$ cat config.mk
export PLATFORM = sky130hd
export DESIGN_NAME = dlfd_fifo
export DESIGN_NICKNAME = d
export VERILOG_FILES = /design/src/rtl/dlfd_fifo.sv
export SDC_FILE = /design/constraint.sdc
export NUM_CORES = 1
export LEC_CHECK = 0
export ABC_AREA = 1
export BUFFER_PORTS_ARGS = -buffer_cell sky130_fd_sc_hd__clkbuf_2
export CORE_AREA = 5 5 42 44
export CTS_BUF_LIST = sky130_fd_sc_hd__clkbuf_4 sky130_fd_sc_hd__clkbuf_8 sky130_fd_sc_hd__clkbuf_16
export DETAILED_ROUTE_END_ITERATION = 10
export DIE_AREA = 0 0 47 49
export GPL_ROUTABILITY_DRIVEN = 0
export GPL_TIMING_DRIVEN = 0
export MAX_ROUTING_LAYER = met4
export PLACE_DENSITY = 0.39
export REMOVE_ABC_BUFFERS = 1
export SYNTH_ARGS = -nofsm -noshare
export SYNTH_HDL_FRONTEND = slang
export SYNTH_SLANG_ARGS = --single-unit
$ cat constraint.sdc
create_clock -name clk -period 0.9 [get_ports clk]
set_clock_uncertainty 0.1 [all_clocks]
set_input_delay 0.09 -clock clk [delete_from_list [all_inputs] [get_ports clk]]
set_output_delay 0.09 -clock clk [all_outputs]
set_load 0.01 [all_outputs]
$ cat src/rtl/dlfd_fifo.sv
// Two-entry command queue between the front end and the back end.
module dlfd_fifo #(
	parameter int WIDTH = 1
) (
	input  logic             clk,
	input  logic             arst_n,
	input  logic             push,
	input  logic [WIDTH-1:0] push_data,
	output logic             push_ready,
	input  logic             pop,
	output logic [WIDTH-1:0] pop_data,
	output logic             pop_valid
);
	logic [WIDTH-1:0] data_q [2];
	logic             wr_q;
	logic             rd_q;
	logic [1:0]       cnt_q;

	assign push_ready = cnt_q != 2'd2;
	assign pop_valid  = cnt_q != 2'd0;
	assign pop_data   = data_q[rd_q];

	always_ff @(posedge clk or negedge arst_n) begin
		if (!arst_n) begin
			wr_q  <= 1'b0;
			rd_q  <= 1'b0;
			cnt_q <= 2'd0;
		end else begin
			if (push) begin
				wr_q <= !wr_q;
			end
			if (pop) begin
				rd_q <= !rd_q;
			end
			if (push && !pop) begin
				cnt_q <= cnt_q + 2'd1;
			end else if (pop && !push) begin
				cnt_q <= cnt_q - 2'd1;
			end
		end
	end

	always_ff @(posedge clk) begin
		if (push) begin
			data_q[wr_q] <= push_data;
		end
	end
endmodule

# Word level (Yosys, flattened, before mapping)
# Memories as Yosys holds them, arrays and structs flattened.
# Cells that the tools add are included.
[classes] add_sub_neg=2 multipliers=0 div_mod_pow=0 n_lt_le_gt_ge=0 eq_ne=1 n_shift=0 mux=4 n_bitwise=0 n_reduce_logical=8
[ops] op="zero test 1 bit" n=4
[ops] op="two-way mux 2 bit" n=2
[ops] op="nonzero test 2 bit" n=2
[ops] op="adder 2 x 1 -> 2 bit, second input constant" n=1
[ops] op="logical AND 1 bit" n=2
[ops] op="two-way mux 1 bit" n=2
[ops] op="!= test 2 bit, second input constant" n=1
[ops] op="subtractor 2 x 1 -> 2 bit, second input constant" n=1
[totals] ff_bits=4 latch_bits=0 ram_bits=2 romBits=0 inputBits=5 output_inout_bits=3 word_cells=19 n_memories=1
[mem_list] memory="data_q" words=2 word_bits=1 rd=1 rd_clocked_by_memory_dff=0 wr=1 line="14" source="logic [WIDTH-1:0] data_q [2];"

# Longest topological paths before layout
[depth] depth_word=4 ltp_mapped=7 mapped_depth_nobuf=7

# Worst setup path before layout
# No wires, ideal clock.
[synth_timing] kind="register to output" from="register rd_q" to="output port pop_data" arrival_ps=698 t_required_ps=710 path_slack_ps=12 path_stages_with_launch=2 n_path_buf=0 cell_sequence="dfrtp_1 -> mux2_2"
[synth_between] elab_chain_len=1
[synth_rtl] element="start: declaration" line="16" source="logic rd_q;"
[synth_rtl] element="start signal: assignment" line="33" source="rd_q <= !rd_q;"
[synth_rtl] element="memory read (2 x 1 bit)"
[synth_rtl] element="end: declaration" line="11" source="output logic [WIDTH-1:0] pop_data,"
# Every way passes these cells.

# Worst setup path after layout
# Ends and elaborated chain as after synthesis.

==> results.sh <==
export IMPL_status="finished, violations left"
export IMPL_violations="negative setup slack"
export IMPL_wl_um=591
export IMPL_synth_area_per_cell_um2=10.0
export IMPL_hold_viol=0
export IMPL_antenna_found_initial=0
export IMPL_total_power_mw=1.42
export IMPL_drc=0
export IMPL_dieHeight_um=49
export IMPL_core_region_area_um2=1400
export IMPL_startpoint_type="flop"
export IMPL_cts_buffers=3
export IMPL_hp_class="in2async"
export IMPL_p_per_area_nw_per_um2=3000
export IMPL_clkTransAtPathRegs_ps=50
export IMPL_timing_final_crit_share_pct=138
export IMPL_ys_seq_area_share_pct=57.1
export IMPL_syn_inst=28
export IMPL_diodes=0
export IMPL_ys_ff_latch=6
export IMPL_h_tree_depth=1
export IMPL_grt_pass1_vias=255
export IMPL_core_rowCount=14
export IMPL_finalWorstPathRequiredPeriod_ps=1250
export IMPL_path_max_fanout=2
export IMPL_grtUsageTotal_pct=6.11
export IMPL_cap_violations=0
export IMPL_drive_gt1_share_pct=44.7
export IMPL_boundaryPins=8
export IMPL_vias=247
export IMPL_yosysWarnings=0
export IMPL_dr_first_iter_drc_count=2
export IMPL_cp_arrival_ps=1060
export IMPL_viasPerCell=3.92
export IMPL_clkSinkCount=6
export IMPL_crit_type="reg2out"
export IMPL_syn_cell_area_um2=280
export IMPL_clock_tree_root_cell="clkbuf_4"
export IMPL_finalSetupViolCount=4
export IMPL_cts_tree="yes"
export IMPL_synth_cell_types=13
export IMPL_dr_pass1_iters=2
export IMPL_grt_overflow=0
export IMPL_routedWlPerCell_um=9.38
export IMPL_final_max_slew_viol_count=0
export IMPL_finalWorstSetupSlack_ps=-346
export IMPL_syn_to_final_growth_pct=69.2
export IMPL_die_w_um=47
export IMPL_max_freq_ghz=0.803
export IMPL_critPathCaptureType="output pin"
export IMPL_grt_max_degree=5
export IMPL_vdd_ir_drop_max_mv=1.06
export IMPL_start_util_pct=20.0
export IMPL_setup_tns_ps=-787
export IMPL_cts_buffer_depth=2
export IMPL_worstSkewPairLatency_ps=240
export IMPL_grt_first_pass_wirelength_um=966
export IMPL_ant_nets=0
export IMPL_fin_nets=54
export IMPL_crit_required_ps=710
export IMPL_slew_headroom_pct=90.7
export IMPL_hpwl_um=424
export IMPL_p_leak_nw=0.251
export IMPL_rsz0062_at_grt="yes"
export IMPL_io_buffers=7
export IMPL_die_area_um2=2300
export IMPL_tightest_slew_ps=139
==> registers in the layout, summed over array words and instances, names as in the netlist <==
| signal | flops |
|---|---|
| cnt_q | 2 |
| wr_q | 1 |
| rd_q | 1 |
| data_q | 2 |
==> final timing paths <==
kind	startpoint	end	slack, ps	cells after the start
worst max-delay path	rd_q	pop_data	-350	2
worst min-delay path	arst_n	rd_q	80	2
worst max register to register	cnt_q[0]	cnt_q[1]	-70	5
worst min register to register	wr_q	wr_q	390	1
max in group asynchronous	arst_n	cnt_q[0]	480	2
min in group clk	push	data_q[1]	90	3
==> worst max-delay path: stages, from the launching register on <==
cell,delay [ps]
dfrtp_1,390
mux2_4,300
buf_6,120
==> timing repair <==
| action | in CTS | in global routing |
|---|---|---|
| endpoints found under the setup margin | 4 | 6 |
| resized for setup | 2 | 9 |
| endpoints found under the hold margin | 8 | 0 |
| hold buffers | 4 | 0 |
| setup buffers | 3 | 2 |
| pin swaps | 2 | 3 |
==> metal layers <==
metal / up-vias / wire [µm] / GRT usage [%]
met2: 5 / 308 / 9.73
met1: 119 / 234 / 5.62
met4: 0 / 0 / 1.38
li1: 123 / - / -
met5: - / 0 / -
met3: 0 / 48 / 4.80
==> Yosys cell counts <==
library cell | n | area, µm²
xnor2_1 | 1 | 8.76
inv_1 | 6 | 22.5
dfrtp_1 | 4 | 100
mux2_2 | 1 | 11.3
inv_2 | 1 | 3.75
nor2_1 | 1 | 3.75
nand2_1 | 6 | 22.5
edfxtp_1 | 2 | 60.1
nand4_1 | 1 | 6.26
ha_1 | 1 | 12.5
nand3_1 | 1 | 5.00
xor2_1 | 2 | 17.5
nand2_2 | 1 | 6.26
==> per-stage QoR <==
stage	cell area, µm²	hold WS [ps]	util [%]	worst slack (ps)	cells
floorplan	280	-306	-	12.2	28
global placement	335	-194	23.9	-96.4	51
detailed placement	335	-192	23.9	-115	51
CTS	430	81.7	30.7	-355	62
global route	474	81.0	33.8	-390	63
finish	474	84.9	33.8	-346	63
==> cell usage in the layout (no fill, tap or decap) <==
cell type      count
buf_4              1
buf_6              4
clkbuf_2           6
clkbuf_4           4
dfrtp_1            4
dlygate4sd3_1      4
edfxtp_1           2
ha_1               1
inv_1              5
inv_2              2
mux2_4             1
nand2_1            5
nand2_4            2
nand3_2            1
nand4_1            1
nor2_1             1
xnor2_1            1
xor2_1             2
==> report_power, final <==
part	switching (mW)	internal [mW]	total, mW
Clock	0.0998	0.198	0.298
Sequential	0.0865	0.397	0.484
Combinational	0.273	0.369	0.643
Total	0.460	0.965	1.42
==> logic make-up after synthesis <==
| logic type | synth area share [%] |
|---|---|
| xor gates and xnor gates | 9.38 |
| adders and majority gates | 4.46 |
| buffers and inverters | 9.37 |
| DFF | 57.1 |
| muxes | 4.02 |
| and+or+nand+nor | 15.6 |
==> area by class of cell <==
| class | count | area [µm²] |
|---|---|---|
| clock buffers | 4 | 30.0 |
| fillers | 151 | 927 |
| inverters | 7 | 26.3 |
| multi-input cells | 15 | 115 |
| flip-flops and latches | 6 | 160 |
| well taps | 16 | 20.0 |
| repair buffers | 15 | 123 |
No activity file was read; power rests on OpenSTA's default activity.
