[src/rtl/dlfd_pkg.sv]
// Shared constants, codes and types of the multitap fractional delay line.
package dlfd_pkg;

	localparam int DEPTH_DEF       = 8192;
	localparam int TAPS_DEF        = 4;
	localparam int SAMPLE_BITS_DEF = 24;
	localparam int FRAC_BITS_DEF   = 16;

	localparam int FUNC_W      = 2;
	localparam int TAP_IDX_W   = 3;
	localparam int SPEED_W     = 16;
	localparam int SPEED_FRAC  = 12;
	localparam int CFG_IDX_W   = 3;
	localparam int CFG_DATA_W  = 14;
	localparam int USED_SIZE_W = 14;
	localparam int TAP_COUNT_W = 3;
	localparam int DELAY_W     = 14;
	localparam int NUM_DELAYS  = 4;
	localparam int MIN_SIZE    = 16;

	localparam logic [USED_SIZE_W-1:0] USED_SIZE_RST = 14'd8192;
	localparam logic [TAP_COUNT_W-1:0] TAP_COUNT_RST = 3'd4;

	localparam logic [FUNC_W-1:0] FUNC_WRITE = 2'd0;
	localparam logic [FUNC_W-1:0] FUNC_STEP  = 2'd1;
	localparam logic [FUNC_W-1:0] FUNC_FRAC  = 2'd2;
	localparam logic [FUNC_W-1:0] FUNC_NONE  = 2'd3;

	typedef enum logic [CFG_IDX_W-1:0] {
		REG_USED_SIZE = 3'd0,
		REG_TAP_COUNT = 3'd1,
		REG_DELAY0    = 3'd2,
		REG_DELAY1    = 3'd3,
		REG_DELAY2    = 3'd4,
		REG_DELAY3    = 3'd5
	} cfg_reg_t;

	typedef enum logic [1:0] {
		OP_WRITE = 2'd0,
		OP_STEP  = 2'd1,
		OP_FRAC  = 2'd2,
		OP_NULL  = 2'd3
	} op_t;

	typedef struct packed {
		op_t                  op;
		logic [TAP_IDX_W-1:0] tap;
		logic [SPEED_W-1:0]   speed;
	} cmd_t;

endpackage

[src/rtl/dlfd_req_if.sv]
// Request channel of the delay line: valid, ready and the request fields.
interface dlfd_req_if #(
	parameter int SAMPLE_BITS = dlfd_pkg::SAMPLE_BITS_DEF
);
	logic                              valid;
	logic                              ready;
	logic [dlfd_pkg::FUNC_W-1:0]       func;
	logic signed [SAMPLE_BITS-1:0]     sample_in;
	logic [dlfd_pkg::TAP_IDX_W-1:0]    tap_index;
	logic [dlfd_pkg::SPEED_W-1:0]      speed;

	modport source (output valid, func, sample_in, tap_index, speed, input ready);
	modport sink (input valid, func, sample_in, tap_index, speed, output ready);
endinterface

[src/rtl/dlfd_front.sv]
// Front end: accepts request transactions and classifies them into commands.
module dlfd_front #(
	parameter int TAPS        = dlfd_pkg::TAPS_DEF,
	parameter int SAMPLE_BITS = dlfd_pkg::SAMPLE_BITS_DEF
) (
	dlfd_req_if.sink                  req,
	input  logic [$clog2(TAPS+1)-1:0] count,
	input  logic                      clearing,
	input  logic                      q_ready,
	output logic                      push,
	output dlfd_pkg::cmd_t            cmd,
	output logic [SAMPLE_BITS-1:0]    sample
);
	localparam int CNTW = $clog2(TAPS + 1);
	localparam int KW   = (CNTW > dlfd_pkg::TAP_IDX_W) ? CNTW : dlfd_pkg::TAP_IDX_W;

	logic tap_ok;
	logic drop;

	assign req.ready = !clearing && q_ready;
	assign tap_ok    = KW'(req.tap_index) < KW'(count);

	always_comb begin
		drop      = 1'b0;
		cmd.op    = dlfd_pkg::OP_NULL;
		cmd.tap   = req.tap_index;
		cmd.speed = req.speed;
		case (req.func)
			dlfd_pkg::FUNC_WRITE: cmd.op = dlfd_pkg::OP_WRITE;
			dlfd_pkg::FUNC_STEP: begin
				if (tap_ok) begin
					cmd.op = dlfd_pkg::OP_STEP;
				end
			end
			dlfd_pkg::FUNC_FRAC: begin
				if (tap_ok) begin
					cmd.op = dlfd_pkg::OP_FRAC;
				end
			end
			default:              drop   = 1'b1;
		endcase
	end

	assign sample    = req.sample_in;
	assign push      = req.valid && req.ready && !drop;
endmodule

[src/flat_wrapper.sv]
// flat-port wrapper written by rule: the top's interface ports become plain ports
module dlfd_front_flat 
#(
	parameter int TAPS        = dlfd_pkg::TAPS_DEF,
	parameter int SAMPLE_BITS = dlfd_pkg::SAMPLE_BITS_DEF
)
  (count, clearing, q_ready, push, cmd, sample, req_valid, req_func, req_sample_in, req_tap_index, req_speed, req_ready);
  dlfd_req_if #(.SAMPLE_BITS(SAMPLE_BITS)) req_i ();
  input  logic [$clog2(TAPS+1)-1:0] count;
  input  logic clearing;
  input  logic q_ready;
  output logic push;
  output dlfd_pkg::cmd_t cmd;
  output logic [SAMPLE_BITS-1:0] sample;
  input wire logic [$bits(req_i.valid)-1:0] req_valid;
  input wire logic [$bits(req_i.func)-1:0] req_func;
  input wire logic [$bits(req_i.sample_in)-1:0] req_sample_in;
  input wire logic [$bits(req_i.tap_index)-1:0] req_tap_index;
  input wire logic [$bits(req_i.speed)-1:0] req_speed;
  output wire logic [$bits(req_i.ready)-1:0] req_ready;
  assign req_i.valid = req_valid;
  assign req_i.func = req_func;
  assign req_i.sample_in = req_sample_in;
  assign req_i.tap_index = req_tap_index;
  assign req_i.speed = req_speed;
  assign req_ready = req_i.ready;
  dlfd_front #(.TAPS(TAPS), .SAMPLE_BITS(SAMPLE_BITS)) u_core (.req(req_i), .count(count), .clearing(clearing), .q_ready(q_ready), .push(push), .cmd(cmd), .sample(sample));
endmodule
[config.mk]
export PLATFORM = sky130hd
export DESIGN_NAME = dlfd_front_flat
export DESIGN_NICKNAME = d
export VERILOG_FILES = /design/src/rtl/dlfd_pkg.sv /design/src/rtl/dlfd_req_if.sv /design/src/rtl/dlfd_front.sv /design/src/flat_wrapper.sv
export SDC_FILE = /design/constraint.sdc
export NUM_CORES = 1
export LEC_CHECK = 0
export BUFFER_PORTS_ARGS = -buffer_cell sky130_fd_sc_hd__clkbuf_2
export CORE_MARGIN = 2
export CORE_UTILIZATION = 25
export DETAILED_ROUTE_END_ITERATION = 10
export PLACE_DENSITY = 0.89
export SLEW_MARGIN = 20
export SYNTH_ARGS = -nofsm -noshare
export SYNTH_HDL_FRONTEND = slang
export SYNTH_SLANG_ARGS = --single-unit
[constraint.sdc]
create_clock -name vclk -period 2.3
set_clock_uncertainty 0.2 [all_clocks]
set_input_delay 0.115 -clock vclk [all_inputs]
set_output_delay 0.115 -clock vclk [all_outputs]
set_load 0.02 [all_outputs]
======== Word-level counts from Yosys, hierarchy flattened ========
Cells that the tools add are included.
word-level totals
  register bits after elaboration ......... 0
  bits of input ports ..................... 51
  output and inout port bits .............. 47
  word-level logic and storage cells ...... 12
operators by class
  magnitude comparators ................... 1
  equal/unequal tests ..................... 2
  mux-type cells .......................... 3
  reduce and logical (&&, ||, !) cells .... 6
operator list
  operator              count
  $pmux W2 S3           1
  $logic_and A1 B1 Y1   3
  $lt A3 B3 Y1          1
  $reduce_or A3 Y1      1
  $eq A2 B1 Y1 const B  1
  $eq A2 B2 Y1 const B  1
  $logic_not A2 Y1      1
  $mux W2               1
  $logic_not A1 Y1      1
  $mux W1               1

======== Longest topological paths before layout ========
  depth after elaboration ................. 4
  gate-level depth with buffers ........... 4
  mapped depth without buffers ............ 4

======== Worst setup path after synthesis ========
No wires, ideal clock.
  path kind ............................... input -> output
  start ................................... input count[1]
  end ..................................... output cmd[19] (netlist name)
  arrival time ............................ 0.827 ns
  data required time ...................... 1.985 ns
  setup slack ............................. 1.158 ns
  cell stages on the path ................. 4
  path buffers ............................ 0
  cells stage by stage .................... inv_1 -> ha_1 -> a211oi_2 -> o21bai_1
RTL lines
  what                RTL line            source
  start: declaration  flat_wrapper.sv:9   input logic [$clog2(TAPS+1)-1:0] count;
  end: declaration    flat_wrapper.sv:13  output dlfd_pkg::cmd_t cmd;

==> results.sh <==
export IMPL_clock_buffers=0
export IMPL_routabilityCongestion=0.418
export IMPL_register_area_um2=0
export IMPL_grt_overflow_total=0
export IMPL_syn_avg_cell_area_um2=7.42
export IMPL_syn_area_um2=415
export IMPL_first_global_vias=202
export IMPL_placement_rows=14
export IMPL_start_kind="input pin"
export IMPL_dpl_cell_area_um2=203
export IMPL_drive_gt1_share_pct=61.3
export IMPL_detail_route_antenna_nets=0
export IMPL_yosysTopAreaCell="buf_4"
export IMPL_rsz0062_at_grt="no"
export IMPL_grt_usage_pct=5.45
export IMPL_area_delta_synth_final_pct=-51.2
export IMPL_endpoint_kind="primary output"
export IMPL_leakagePower_nw=0.123
export IMPL_p_per_area_mw_per_mm2=200
export IMPL_antenna_found_initial=0
export IMPL_drcViolationCount=0
export IMPL_critPathMaxFanout=2
export IMPL_syn_instance_count=56
export IMPL_ctsResizeCount=0
export IMPL_dr_pass1_iters=1
export IMPL_pin_count=98
export IMPL_multi_input_area_um2=85.1
export IMPL_ir_drop_mv=0.0336
export IMPL_vias=226
export IMPL_fin_nets=86
export IMPL_drt_total_wl_um=684
export IMPL_hold_path_class="in2out"
export IMPL_post_cts_buffers=0
export IMPL_final_area_um2=203
export IMPL_wl_per_cell_um=14.6
export IMPL_hold_buffers=0
export IMPL_die_area_mm2=0.00200
export IMPL_worst_slew_pin_slew_ns=0.192
export IMPL_setup_viol=0
export IMPL_period_needed_ns=1.29
export IMPL_ys_seq_area_share_pct=0
export IMPL_yosysWarningCount=0
export IMPL_syn_nets=109
export IMPL_drt_vias_per_instance=4.81
export IMPL_max_slew_margin_pct=87.2
export IMPL_fp_dieH_um=44.8
export IMPL_seq_cells=0
export IMPL_hpwl_um=639
export IMPL_clock_fmax_mhz=775
export IMPL_final_fill_count=175
export IMPL_synth_distinct_cells=10
export IMPL_grt_max_degree=4
export IMPL_initial_core_util_pct=27.3
export IMPL_fp_dieW_um=44.8
export IMPL_hold_viol=0
export IMPL_critPathRequiredTime_ns=1.99
export IMPL_max_cap_violations=0
export IMPL_total_power_mw=0.0406
export IMPL_port_buffers=18
export IMPL_drt_iter0_drc=0
export IMPL_fin_tns_setup_ns=0
export IMPL_critPathArrivalTime_ns=0.98
export IMPL_insertedDiodeCount=0
export IMPL_period_share_pct=56.1
export IMPL_grt_pass1_wl_um=841
export IMPL_synth_top_area_share_pct=77.7
export IMPL_synth_area_top_cells="buf_4, ha_1, o21bai_1"
export IMPL_slew_viol_final=0
export IMPL_core_mm2=0.00152
export IMPL_crit_type="in2out"
export IMPL_status="finished clean"
==> report_power, final <==
| part | total (mW) | leakage (nW) | internal, mW | switching [mW] |
|---|---|---|---|---|
| Clock | 0 | 0 | 0 | 0 |
| Combinational | 0.0406 | 0.123 | 0.0183 | 0.0223 |
| Sequential | 0 | 0 | 0 | 0 |
==> cell usage after synthesis <==
library cell	instances
o21bai_1	2
nand2b_1	1
buf_4	43
nor2b_1	1
and3_1	1
ha_1	2
o21ai_0	2
a211oi_2	1
inv_1	2
nand2_1	1
==> cells in the final DEF (no fill, tap or decap), drive strengths merged <==
cell type	count
nand2b	1
o21bai	2
a211oi	1
o21ai	2
ha	2
inv	2
nor2b	1
and3	1
clkbuf	18
nand2	1
==> worst max-delay path, cell delays in order <==
cell	delay, ns
clkbuf_2	0.09
ha_1	0.29
a211oi_2	0.21
o21bai_1	0.10
clkbuf_2	0.16
==> worst paths after layout <==
kind	start	end	slack [ns]	cells past startpoint
setup / recovery	req_tap_index[1]	cmd[20]	1.01	5
hold / removal	req_speed[4]	cmd[4]	0.03	0
==> area by class of cell <==
cell class / instances / share of cell area [%]
Timing Repair Buffer: 18 / 44.4
Tap cell: 16 / 9.88
Multi-Input combinational cell: 11 / 42.0
Inverter: 2 / 3.70
==> metrics by stage <==
| stage | hold WS [ns] | util [%] | setup slack [ns] | std cells |
|---|---|---|---|---|
| floorplan | 0.113 | - | 1.16 | 56 |
| global route | 0.0300 | 13.3 | 0.921 | 47 |
| global placement | 0.0301 | 13.3 | 1.04 | 47 |
| finish | 0.0300 | 13.3 | 1.01 | 47 |
| detailed placement | 0.0301 | 13.3 | 0.998 | 47 |
| CTS | 0.0301 | 13.3 | 1.00 | 47 |
==> metal layers <==
| layer | track usage (%) | vias up | share of wire (%) |
|---|---|---|---|
| li1 | - | 83 | - |
| met1 | 1.20 | 84 | 14 |
| met2 | 11.6 | 51 | 52 |
| met3 | 6.40 | 8 | 30 |
| met4 | 3.03 | 0 | 4.1 |
| met5 | 0 | - | 0 |
==> cell families after synthesis <==
group           share of synthesized area (%)
buf+inv                                  79.5
fa+ha+maj                                6.02
compound gates                           9.03
simple gates                             5.42
No activity file was read; power rests on OpenSTA's default activity.
