==> config.mk <==
export PLATFORM = sky130hd
export DESIGN_NAME = dlfd_cfg
export DESIGN_NICKNAME = d
export VERILOG_FILES = /design/src/rtl/dlfd_pkg.sv /design/src/rtl/dlfd_cfg.sv
export SDC_FILE = /design/constraint.sdc
export NUM_CORES = 1
export LEC_CHECK = 0
export BUFFER_PORTS_ARGS = -buffer_cell sky130_fd_sc_hd__buf_4
export CAP_MARGIN = 30
export CORE_MARGIN = 8
export CORE_UTILIZATION = 60
export DETAILED_ROUTE_END_ITERATION = 6
export GPL_ROUTABILITY_DRIVEN = 0
export GPL_TIMING_DRIVEN = 0
export MAX_ROUTING_LAYER = met4
export PLACE_DENSITY = 0.85
export SYNTH_ARGS = -nofsm -noshare
export SYNTH_HDL_FRONTEND = slang
export SYNTH_SLANG_ARGS = --single-unit
==> constraint.sdc <==
create_clock -name clk -period 4.7 [get_ports clk]
set_input_delay 0.47 -clock clk [delete_from_list [all_inputs] [get_ports clk]]
set_output_delay 0.47 -clock clk [all_outputs]
set_load 0.01 [all_outputs]
==> src/rtl/dlfd_pkg.sv <==
// Shared constants, codes and types of the multitap fractional delay line.
package dlfd_pkg;

	localparam int DEPTH_DEF       = 8192;
	localparam int TAPS_DEF        = 4;
	localparam int SAMPLE_BITS_DEF = 24;
	localparam int FRAC_BITS_DEF   = 16;

	localparam int FUNC_W      = 2;
	localparam int TAP_IDX_W   = 3;
	localparam int SPEED_W     = 16;
	localparam int SPEED_FRAC  = 12;
	localparam int CFG_IDX_W   = 3;
	localparam int CFG_DATA_W  = 14;
	localparam int USED_SIZE_W = 14;
	localparam int TAP_COUNT_W = 3;
	localparam int DELAY_W     = 14;
	localparam int NUM_DELAYS  = 4;
	localparam int MIN_SIZE    = 16;

	localparam logic [USED_SIZE_W-1:0] USED_SIZE_RST = 14'd8192;
	localparam logic [TAP_COUNT_W-1:0] TAP_COUNT_RST = 3'd4;

	localparam logic [FUNC_W-1:0] FUNC_WRITE = 2'd0;
	localparam logic [FUNC_W-1:0] FUNC_STEP  = 2'd1;
	localparam logic [FUNC_W-1:0] FUNC_FRAC  = 2'd2;
	localparam logic [FUNC_W-1:0] FUNC_NONE  = 2'd3;

	typedef enum logic [CFG_IDX_W-1:0] {
		REG_USED_SIZE = 3'd0,
		REG_TAP_COUNT = 3'd1,
		REG_DELAY0    = 3'd2,
		REG_DELAY1    = 3'd3,
		REG_DELAY2    = 3'd4,
		REG_DELAY3    = 3'd5
	} cfg_reg_t;

	typedef enum logic [1:0] {
		OP_WRITE = 2'd0,
		OP_STEP  = 2'd1,
		OP_FRAC  = 2'd2,
		OP_NULL  = 2'd3
	} op_t;

	typedef struct packed {
		op_t                  op;
		logic [TAP_IDX_W-1:0] tap;
		logic [SPEED_W-1:0]   speed;
	} cmd_t;

endpackage

==> src/rtl/dlfd_cfg.sv <==
// Configuration registers, effective size and tap count, and pointer re-arm values.
module dlfd_cfg #(
	parameter int DEPTH = dlfd_pkg::DEPTH_DEF,
	parameter int TAPS  = dlfd_pkg::TAPS_DEF
) (
	input  logic                                clk,
	input  logic                                arst_n,
	input  logic                                wr_en,
	input  logic [dlfd_pkg::CFG_IDX_W-1:0]      wr_index,
	input  logic [dlfd_pkg::CFG_DATA_W-1:0]     wr_data,
	output logic [$clog2(DEPTH+1)-1:0]          size,
	output logic [$clog2(TAPS+1)-1:0]           count,
	output logic                                arm,
	output logic [$clog2(DEPTH)-1:0]            arm_int [TAPS]
);
	localparam int AW   = $clog2(DEPTH);
	localparam int SW   = $clog2(DEPTH + 1);
	localparam int CW   = (SW > dlfd_pkg::USED_SIZE_W) ? SW : dlfd_pkg::USED_SIZE_W;
	localparam int CNTW = $clog2(TAPS + 1);
	localparam int KW   = (CNTW > dlfd_pkg::TAP_COUNT_W) ? CNTW : dlfd_pkg::TAP_COUNT_W;

	logic [dlfd_pkg::USED_SIZE_W-1:0] used_size_q, used_size_nx;
	logic [dlfd_pkg::TAP_COUNT_W-1:0] tap_count_q, tap_count_nx;
	logic [dlfd_pkg::DELAY_W-1:0]     delay_q [dlfd_pkg::NUM_DELAYS];
	logic [dlfd_pkg::DELAY_W-1:0]     delay_nx [dlfd_pkg::NUM_DELAYS];
	logic [SW-1:0]                    size_nx;

	function automatic logic [SW-1:0] clamp_size(input logic [dlfd_pkg::USED_SIZE_W-1:0] raw);
		logic [CW-1:0] v;
		v = CW'(raw);
		if (v < CW'(dlfd_pkg::MIN_SIZE)) begin
			v = CW'(dlfd_pkg::MIN_SIZE);
		end else if (v > CW'(DEPTH)) begin
			v = CW'(DEPTH);
		end
		return SW'(v);
	endfunction

	always_comb begin
		used_size_nx = used_size_q;
		tap_count_nx = tap_count_q;
		delay_nx     = delay_q;
		arm          = 1'b0;
		if (wr_en) begin
			case (wr_index)
				dlfd_pkg::REG_USED_SIZE: begin
					used_size_nx = wr_data;
					arm          = 1'b1;
				end
				dlfd_pkg::REG_TAP_COUNT: begin
					tap_count_nx = wr_data[dlfd_pkg::TAP_COUNT_W-1:0];
					arm          = 1'b1;
				end
				dlfd_pkg::REG_DELAY0: begin
					delay_nx[0] = wr_data;
					arm         = 1'b1;
				end
				dlfd_pkg::REG_DELAY1: begin
					delay_nx[1] = wr_data;
					arm         = 1'b1;
				end
				dlfd_pkg::REG_DELAY2: begin
					delay_nx[2] = wr_data;
					arm         = 1'b1;
				end
				dlfd_pkg::REG_DELAY3: begin
					delay_nx[3] = wr_data;
					arm         = 1'b1;
				end
				default: begin
				end
			endcase
		end
	end

	always_ff @(posedge clk or negedge arst_n) begin
		if (!arst_n) begin
			used_size_q <= dlfd_pkg::USED_SIZE_RST;
			tap_count_q <= dlfd_pkg::TAP_COUNT_RST;
			for (int i = 0; i < dlfd_pkg::NUM_DELAYS; i++) begin
				delay_q[i] <= '0;
			end
		end else begin
			used_size_q <= used_size_nx;
			tap_count_q <= tap_count_nx;
			delay_q     <= delay_nx;
		end
	end

	assign size    = clamp_size(used_size_q);
	assign size_nx = clamp_size(used_size_nx);
	assign count   = (KW'(tap_count_q) > KW'(TAPS)) ? CNTW'(TAPS) : CNTW'(tap_count_q);

	// A tap starts delay samples behind the write pointer; a delay of zero or of
	// the whole size or more lands on slot zero.
	for (genvar t = 0; t < TAPS; t++) begin : g_arm
		if (t < dlfd_pkg::NUM_DELAYS) begin : g_dly
			logic [CW-1:0] d_ext;
			assign d_ext = CW'(delay_nx[t]);
			assign arm_int[t] = (d_ext == '0 || d_ext >= CW'(size_nx)) ? '0 :
				AW'(CW'(size_nx) - d_ext);
		end else begin : g_nodly
			assign arm_int[t] = '0;
		end
	end
endmodule

**Yosys cells after proc, flatten, opt, wreduce, memory -nomap -nowiden**

Index checks and enable logic that the tools add are counted.

- Flip-flop bits (word level): 73
- ROM bits: 0
- Latch bits: 0
- Memories: 0
- Bits in writable memories: 0
- Output and inout port bits: 70
- Logic and storage cells: 53
- Input port bits: 20

- Multiplexer cells: 18
- Bitwise gates (word level): 0
- $add $sub $neg: 4
- Multiply operators: 0
- Div/mod/pow operators: 0
- Reductions and logical operators: 11
- Order comparisons: 9
- Shift-type cells: 0
- Equal/unequal tests: 5

Operator list:

| operator | number |
|---|---|
| 14-bit two-way mux | 10 |
| 14-bit greater-or-equal comparator | 4 |
| 14-bit logical NOT | 4 |
| 56-bit two-way mux | 1 |
| 13-bit two-way mux | 4 |
| 13-bit subtractor | 4 |
| 14-bit > comparator (second input constant) | 2 |
| 14-bit by 5-bit less-than comparator with 1-bit output (second input constant) | 2 |
| 3-bit by 2-bit == test with 1-bit output (second input constant) | 2 |
| 3-bit == test (second input constant) | 2 |
| 6-bit OR reduction | 1 |
| 1-bit logical OR | 4 |
| 3-bit by 1-bit == test with 1-bit output (second input constant) | 1 |
| 3-bit > comparator (second input constant) | 1 |
| 3-bit logical NOT | 1 |
| 3-bit two-way mux | 1 |
| 1-bit two-way mux | 2 |
| 2-bit AND reduction | 1 |

**Logic depth before layout (Yosys ltp)**

- Depth after elaboration: 9
- Depth in mapped cells: 17
- Depth with buffers taken out: 13

**Least setup slack after synthesis**

No wires, ideal clock.

- Path type: input port to output port
- From: input port wr_index[1] in the netlist's numbering
- To: output port arm_int[7] in the netlist's numbering
- Data arrival time: 4.014 ns
- Stages: 12
- Data required time: 4.230 ns
- Setup slack: 0.216 ns
- Path buffers: 1
- Cell sequence: buf_6 > nor4b_4 > mux2i_1 > nand3_1 > inv_1 > ha_1 > nor2b_1 > o21a_1 > o21ai_0 > a211oi_1 > or4_4 > nor4_2

RTL lines:

| what | RTL line | text |
|---|---|---|
| start: declaration | dlfd_cfg.sv:9 | `input logic [dlfd_pkg::CFG_IDX_W-1:0] wr_index,` |
| end: declaration | dlfd_cfg.sv:14 | `output logic [$clog2(DEPTH)-1:0] arm_int [TAPS]` |

==> reports/results.tsv <==
stage	metric	value	unit
run_status	outcome	finished, violations left	
run_status	violations	negative setup slack	
worst_setup_path	r2r_end	used_size_q[6]	
logic_synthesis	syn_avg_cell_area	8.819	um2
worst_setup_path	cp-end-kind	output pin	
final_layout	antenna_cells	0	
cts	insertion_delay	0.34	ns
pwr	leakage	4.297	nW
logic_synthesis	synth.mux.area_fraction	10.96	%
logic_synthesis	synthArstFlopShare	100.0	%
place	dp_hpwl	15630	um
detailed_routing	route.final.wire_length	23700	um
final_layout	final_cell_count_no_fill	1082	
worst_setup_path	start_kind	flop	
sta	min_period	4.730	ns
logic_synthesis	synth_top_family_by_area	adder cells	
final_layout	drive_gt1_share	24.92	%
cts	clockRootBuffer	clkbuf_16	
logic_synthesis	synth_area	7134	um2
sta	finalCritPeriodShare	100.6	%
worst_setup_path	required	4.23	ns
detailed_routing	vias_per_cell	6.446	
sta	slew_violations	0	
logic_synthesis	synth_edf_count	0	
cts	clkTransAtPathRegs	0.06	ns
worst_setup_path	reg2regPathDepth	2	
sta	final_hold_viol_count	0	
global_routing	grt_max_degree	74	
place	dpl-instance-area	7979	um2
floorplan	chipWidth	125.0	um
worst_setup_path	rrSetupSlack	3.47	ns
pwr	peakVddDrop	348.9	uV
sta	worstMarginPinSlew	1.045	ns
floorplan	core_region_area	11810	um2
sta	clock_skew	0	ns
final_layout	design_area	8752	um2
cts	numCtsBuffers	9	
sta	finalSetupTns	-0.09244	ns
final_layout	fillers	851	
logic_synthesis	seq_area_frac_synth	25.64	%
global_routing	antenna_found_initial	0	
logic_synthesis	synthXorXnorAreaFrac	3.192	%
worst_setup_path	cp_top_family	buffers and inverters	
detailed_routing	drcViolationCount	0	
logic_synthesis	synthSimpleGateAreaFrac	17.56	%
sta	finalSetupViolCount	8	
global_routing	grt_pass1_wl	35000	um
detailed_routing	drtIter0Drc	975	
final_layout	nets	1058	
cts	clock-sinks	73	
floorplan	fp-row-count	40	
global_routing	track_usage	28.78	%
place	pre_cts_ws	-0.6149	ns
sta	layout_setup_ws	-0.03000	ns
logic_synthesis	synth-adder-area-share	19.36	%
logic_synthesis	syn_inst	809	
floorplan	dieArea	15640	um2
final_layout	fin_util	74.10	%
floorplan	ios	90	
detailed_routing	vias	6975	
place	dp.cells	1044	
logic_synthesis	synth_compound_area_share	16.68	%
cts	htree_num_levels	3	
logic_synthesis	ys_seq_elements	73	
floorplan	start_util	60.40	%
final_layout	multi_input_area	5057	um2
sta	fmax	0.2114	GHz
worst_setup_path	crit_chain	nor4_4 > buf_4 > nand3b_1 > mux2_4 > inv_1 > o21ai_1 > buf_4 > clkinvlp_4 > ha_2 > o21a_1 > o21ai_0 > a211oi_1 > or4_4 > buf_8 > a31oi_2 > buf_4	
sta	slew_headroom	29.59	%
cts	clock_path_buffers	2	
place	portBuffers	86	
detailed_routing	ant_nets	0	
cts	cts_tree	done	
logic_synthesis	yosysWarnings	0	
detailed_routing	dr.pass1.iters	7	
logic_synthesis	synth-main-ff-cell	dfrtp_1	
pwr	powerDensity	576.2	nW/um2
final_layout	seq_area	1829	um2
worst_setup_path	crit_arrival	4.26	ns
logic_synthesis	ys_types	73	
worst_setup_path	path_class	reg2out	
run	cap_violations	0	
global_routing	grt_pass1_vias	6552	
worst_setup_path	crit_path_frequent_cell	buf_4	
detailed_routing	routedWlPerCell	21.91	um
final_layout	syn_to_final_growth	22.68	%
floorplan	die_height	125.0	um
logic_synthesis	synth_nets	937	
worst_setup_path	r2r-start	used_size_q[6]	
cts	ctsHoldBuffers	0	
global_routing	overflow	0	
worst_setup_path	cp_max_fo	10	
worst_setup_path	cp_slowest_stage_delay	0.59	ns
worst_hold_path	hold_class	in2async	
worst_setup_path	crit_buf_inv	6	
worst_setup_path	crit_path_top_delay_cell	or4_4	
state kept, by name (all words and copies together), names as in the netlist:
name	flops
delay_q	56
used_size_q	14
tap_count_q	3
timing repair:
action	in CTS	in global routing
setup endpoints to repair	52	52
cloned	0	1
pin swaps	6	11
gates resized for setup	27	43
setup buffers	9	19
how the worst max path moves through the flow:
stage	from	end	slack [ns]	cells after the start
after floorplan	wr_index[1]	arm_int[7]	0.22	12
after global placement	wr_index[2]	arm_int[12]	-1.12	14
after detailed placement	wr_index[2]	arm_int[29]	-0.61	16
after CTS	used_size_q[8]	arm_int[29]	0.008	15
after global routing	used_size_q[11]	arm_int[12]	-0.10	17
final	used_size_q[11]	arm_int[12]	-0.03	16
synthesized netlist by cell type, drive strengths merged, types with 18 or more instances:
cell type	count	area (um2)
ha	104	1301
inv	84	315.3
nor2	80	302.8
dfrtp	71	1777
mux2i	53	530.5
a21oi	42	210.2
o21ai	41	209.0
nand2	33	123.9
mux2	22	251.5
nor3	22	126.4
a211oi	20	160.2
a21o	20	150.1
nor2b	18	112.6
nor4	18	118.9
placed cells by master (no fill, tap or decap), types with 4 or more instances in the layout:
cell,n
nand2_1,27
o21ai_0,36
o21a_1,14
nand3_1,12
ha_1,91
a31oi_1,8
a211oi_2,6
nand4_1,11
a21o_1,20
clkbuf_1,9
a21oi_1,40
o21ai_1,4
buf_6,5
buf_2,5
o211ai_1,4
fa_1,4
nor2_1,77
o31a_1,4
a211oi_1,14
nor3_1,20
inv_1,76
nor2b_1,18
dfrtp_1,71
clkbuf_16,9
xnor2_1,17
nand2b_1,7
mux2i_1,49
nor4_1,15
nand2_2,4
buf_4,118
and2_1,10
xor2_1,9
or4_1,4
ha_2,13
mux2_2,21
where the power goes:
part	leakage, nW	internal, mW	switching, mW
Combinational	3.28	1.55	1.91
Clock	0.144	0.425	0.267
Sequential	0.873	0.771	0.120
area by class of cell:
| type | instances | share of cell area [%] |
|---|---|---|
| buffer | 19 | 1.530 |
| timing repair buffer | 118 | 10.49 |
| tap | 147 | 2.101 |
| clock inverter | 3 | 0.4575 |
| multi-input combinational | 625 | 57.78 |
| clock buffer | 13 | 2.859 |
| inverter | 84 | 3.874 |
| sequential | 73 | 20.90 |
worst reg2reg max path, cell delays in order, from the launching register on:
cell	delay, ns
dfrtp_1	0.44
mux2i_1	0.43
inv_1	0.19
kinds of logic after synthesis:
logic type               after synthesis
XOR/XNOR                              26
buffers and inverters                111
adder cells (fa/ha/maj)              108
flip-flops                            73
AO/OA/AOI/OAI                        177
multiplexers                          75
AND/OR/NAND/NOR                      239
stage by stage:
| stage | hold slack (ns) | power, mW |
|---|---|---|
| 2_1_floorplan | 0.1744 | 2.939 |
| 3_3_place_gp | 0.4816 | 3.955 |
| 3_5_place_dp | 0.5038 | 4.019 |
| 4_1_cts | 0.3156 | 4.788 |
| 5_1_grt | 0.1681 | 5.368 |
| 6_report | 0.1399 | 5.043 |
per-layer routing:
| layer | track usage (%) | wire (um) | vias up |
|---|---|---|---|
| li1 | - | - | 3107 |
| met1 | 35.01 | 9309 | 3328 |
| met2 | 44.07 | 10770 | 427 |
| met3 | 7.480 | 2284 | 113 |
| met4 | 13.18 | 1337 | 0 |
| met5 | - | 0 | - |
No activity file was read; power rests on OpenSTA's default activity.
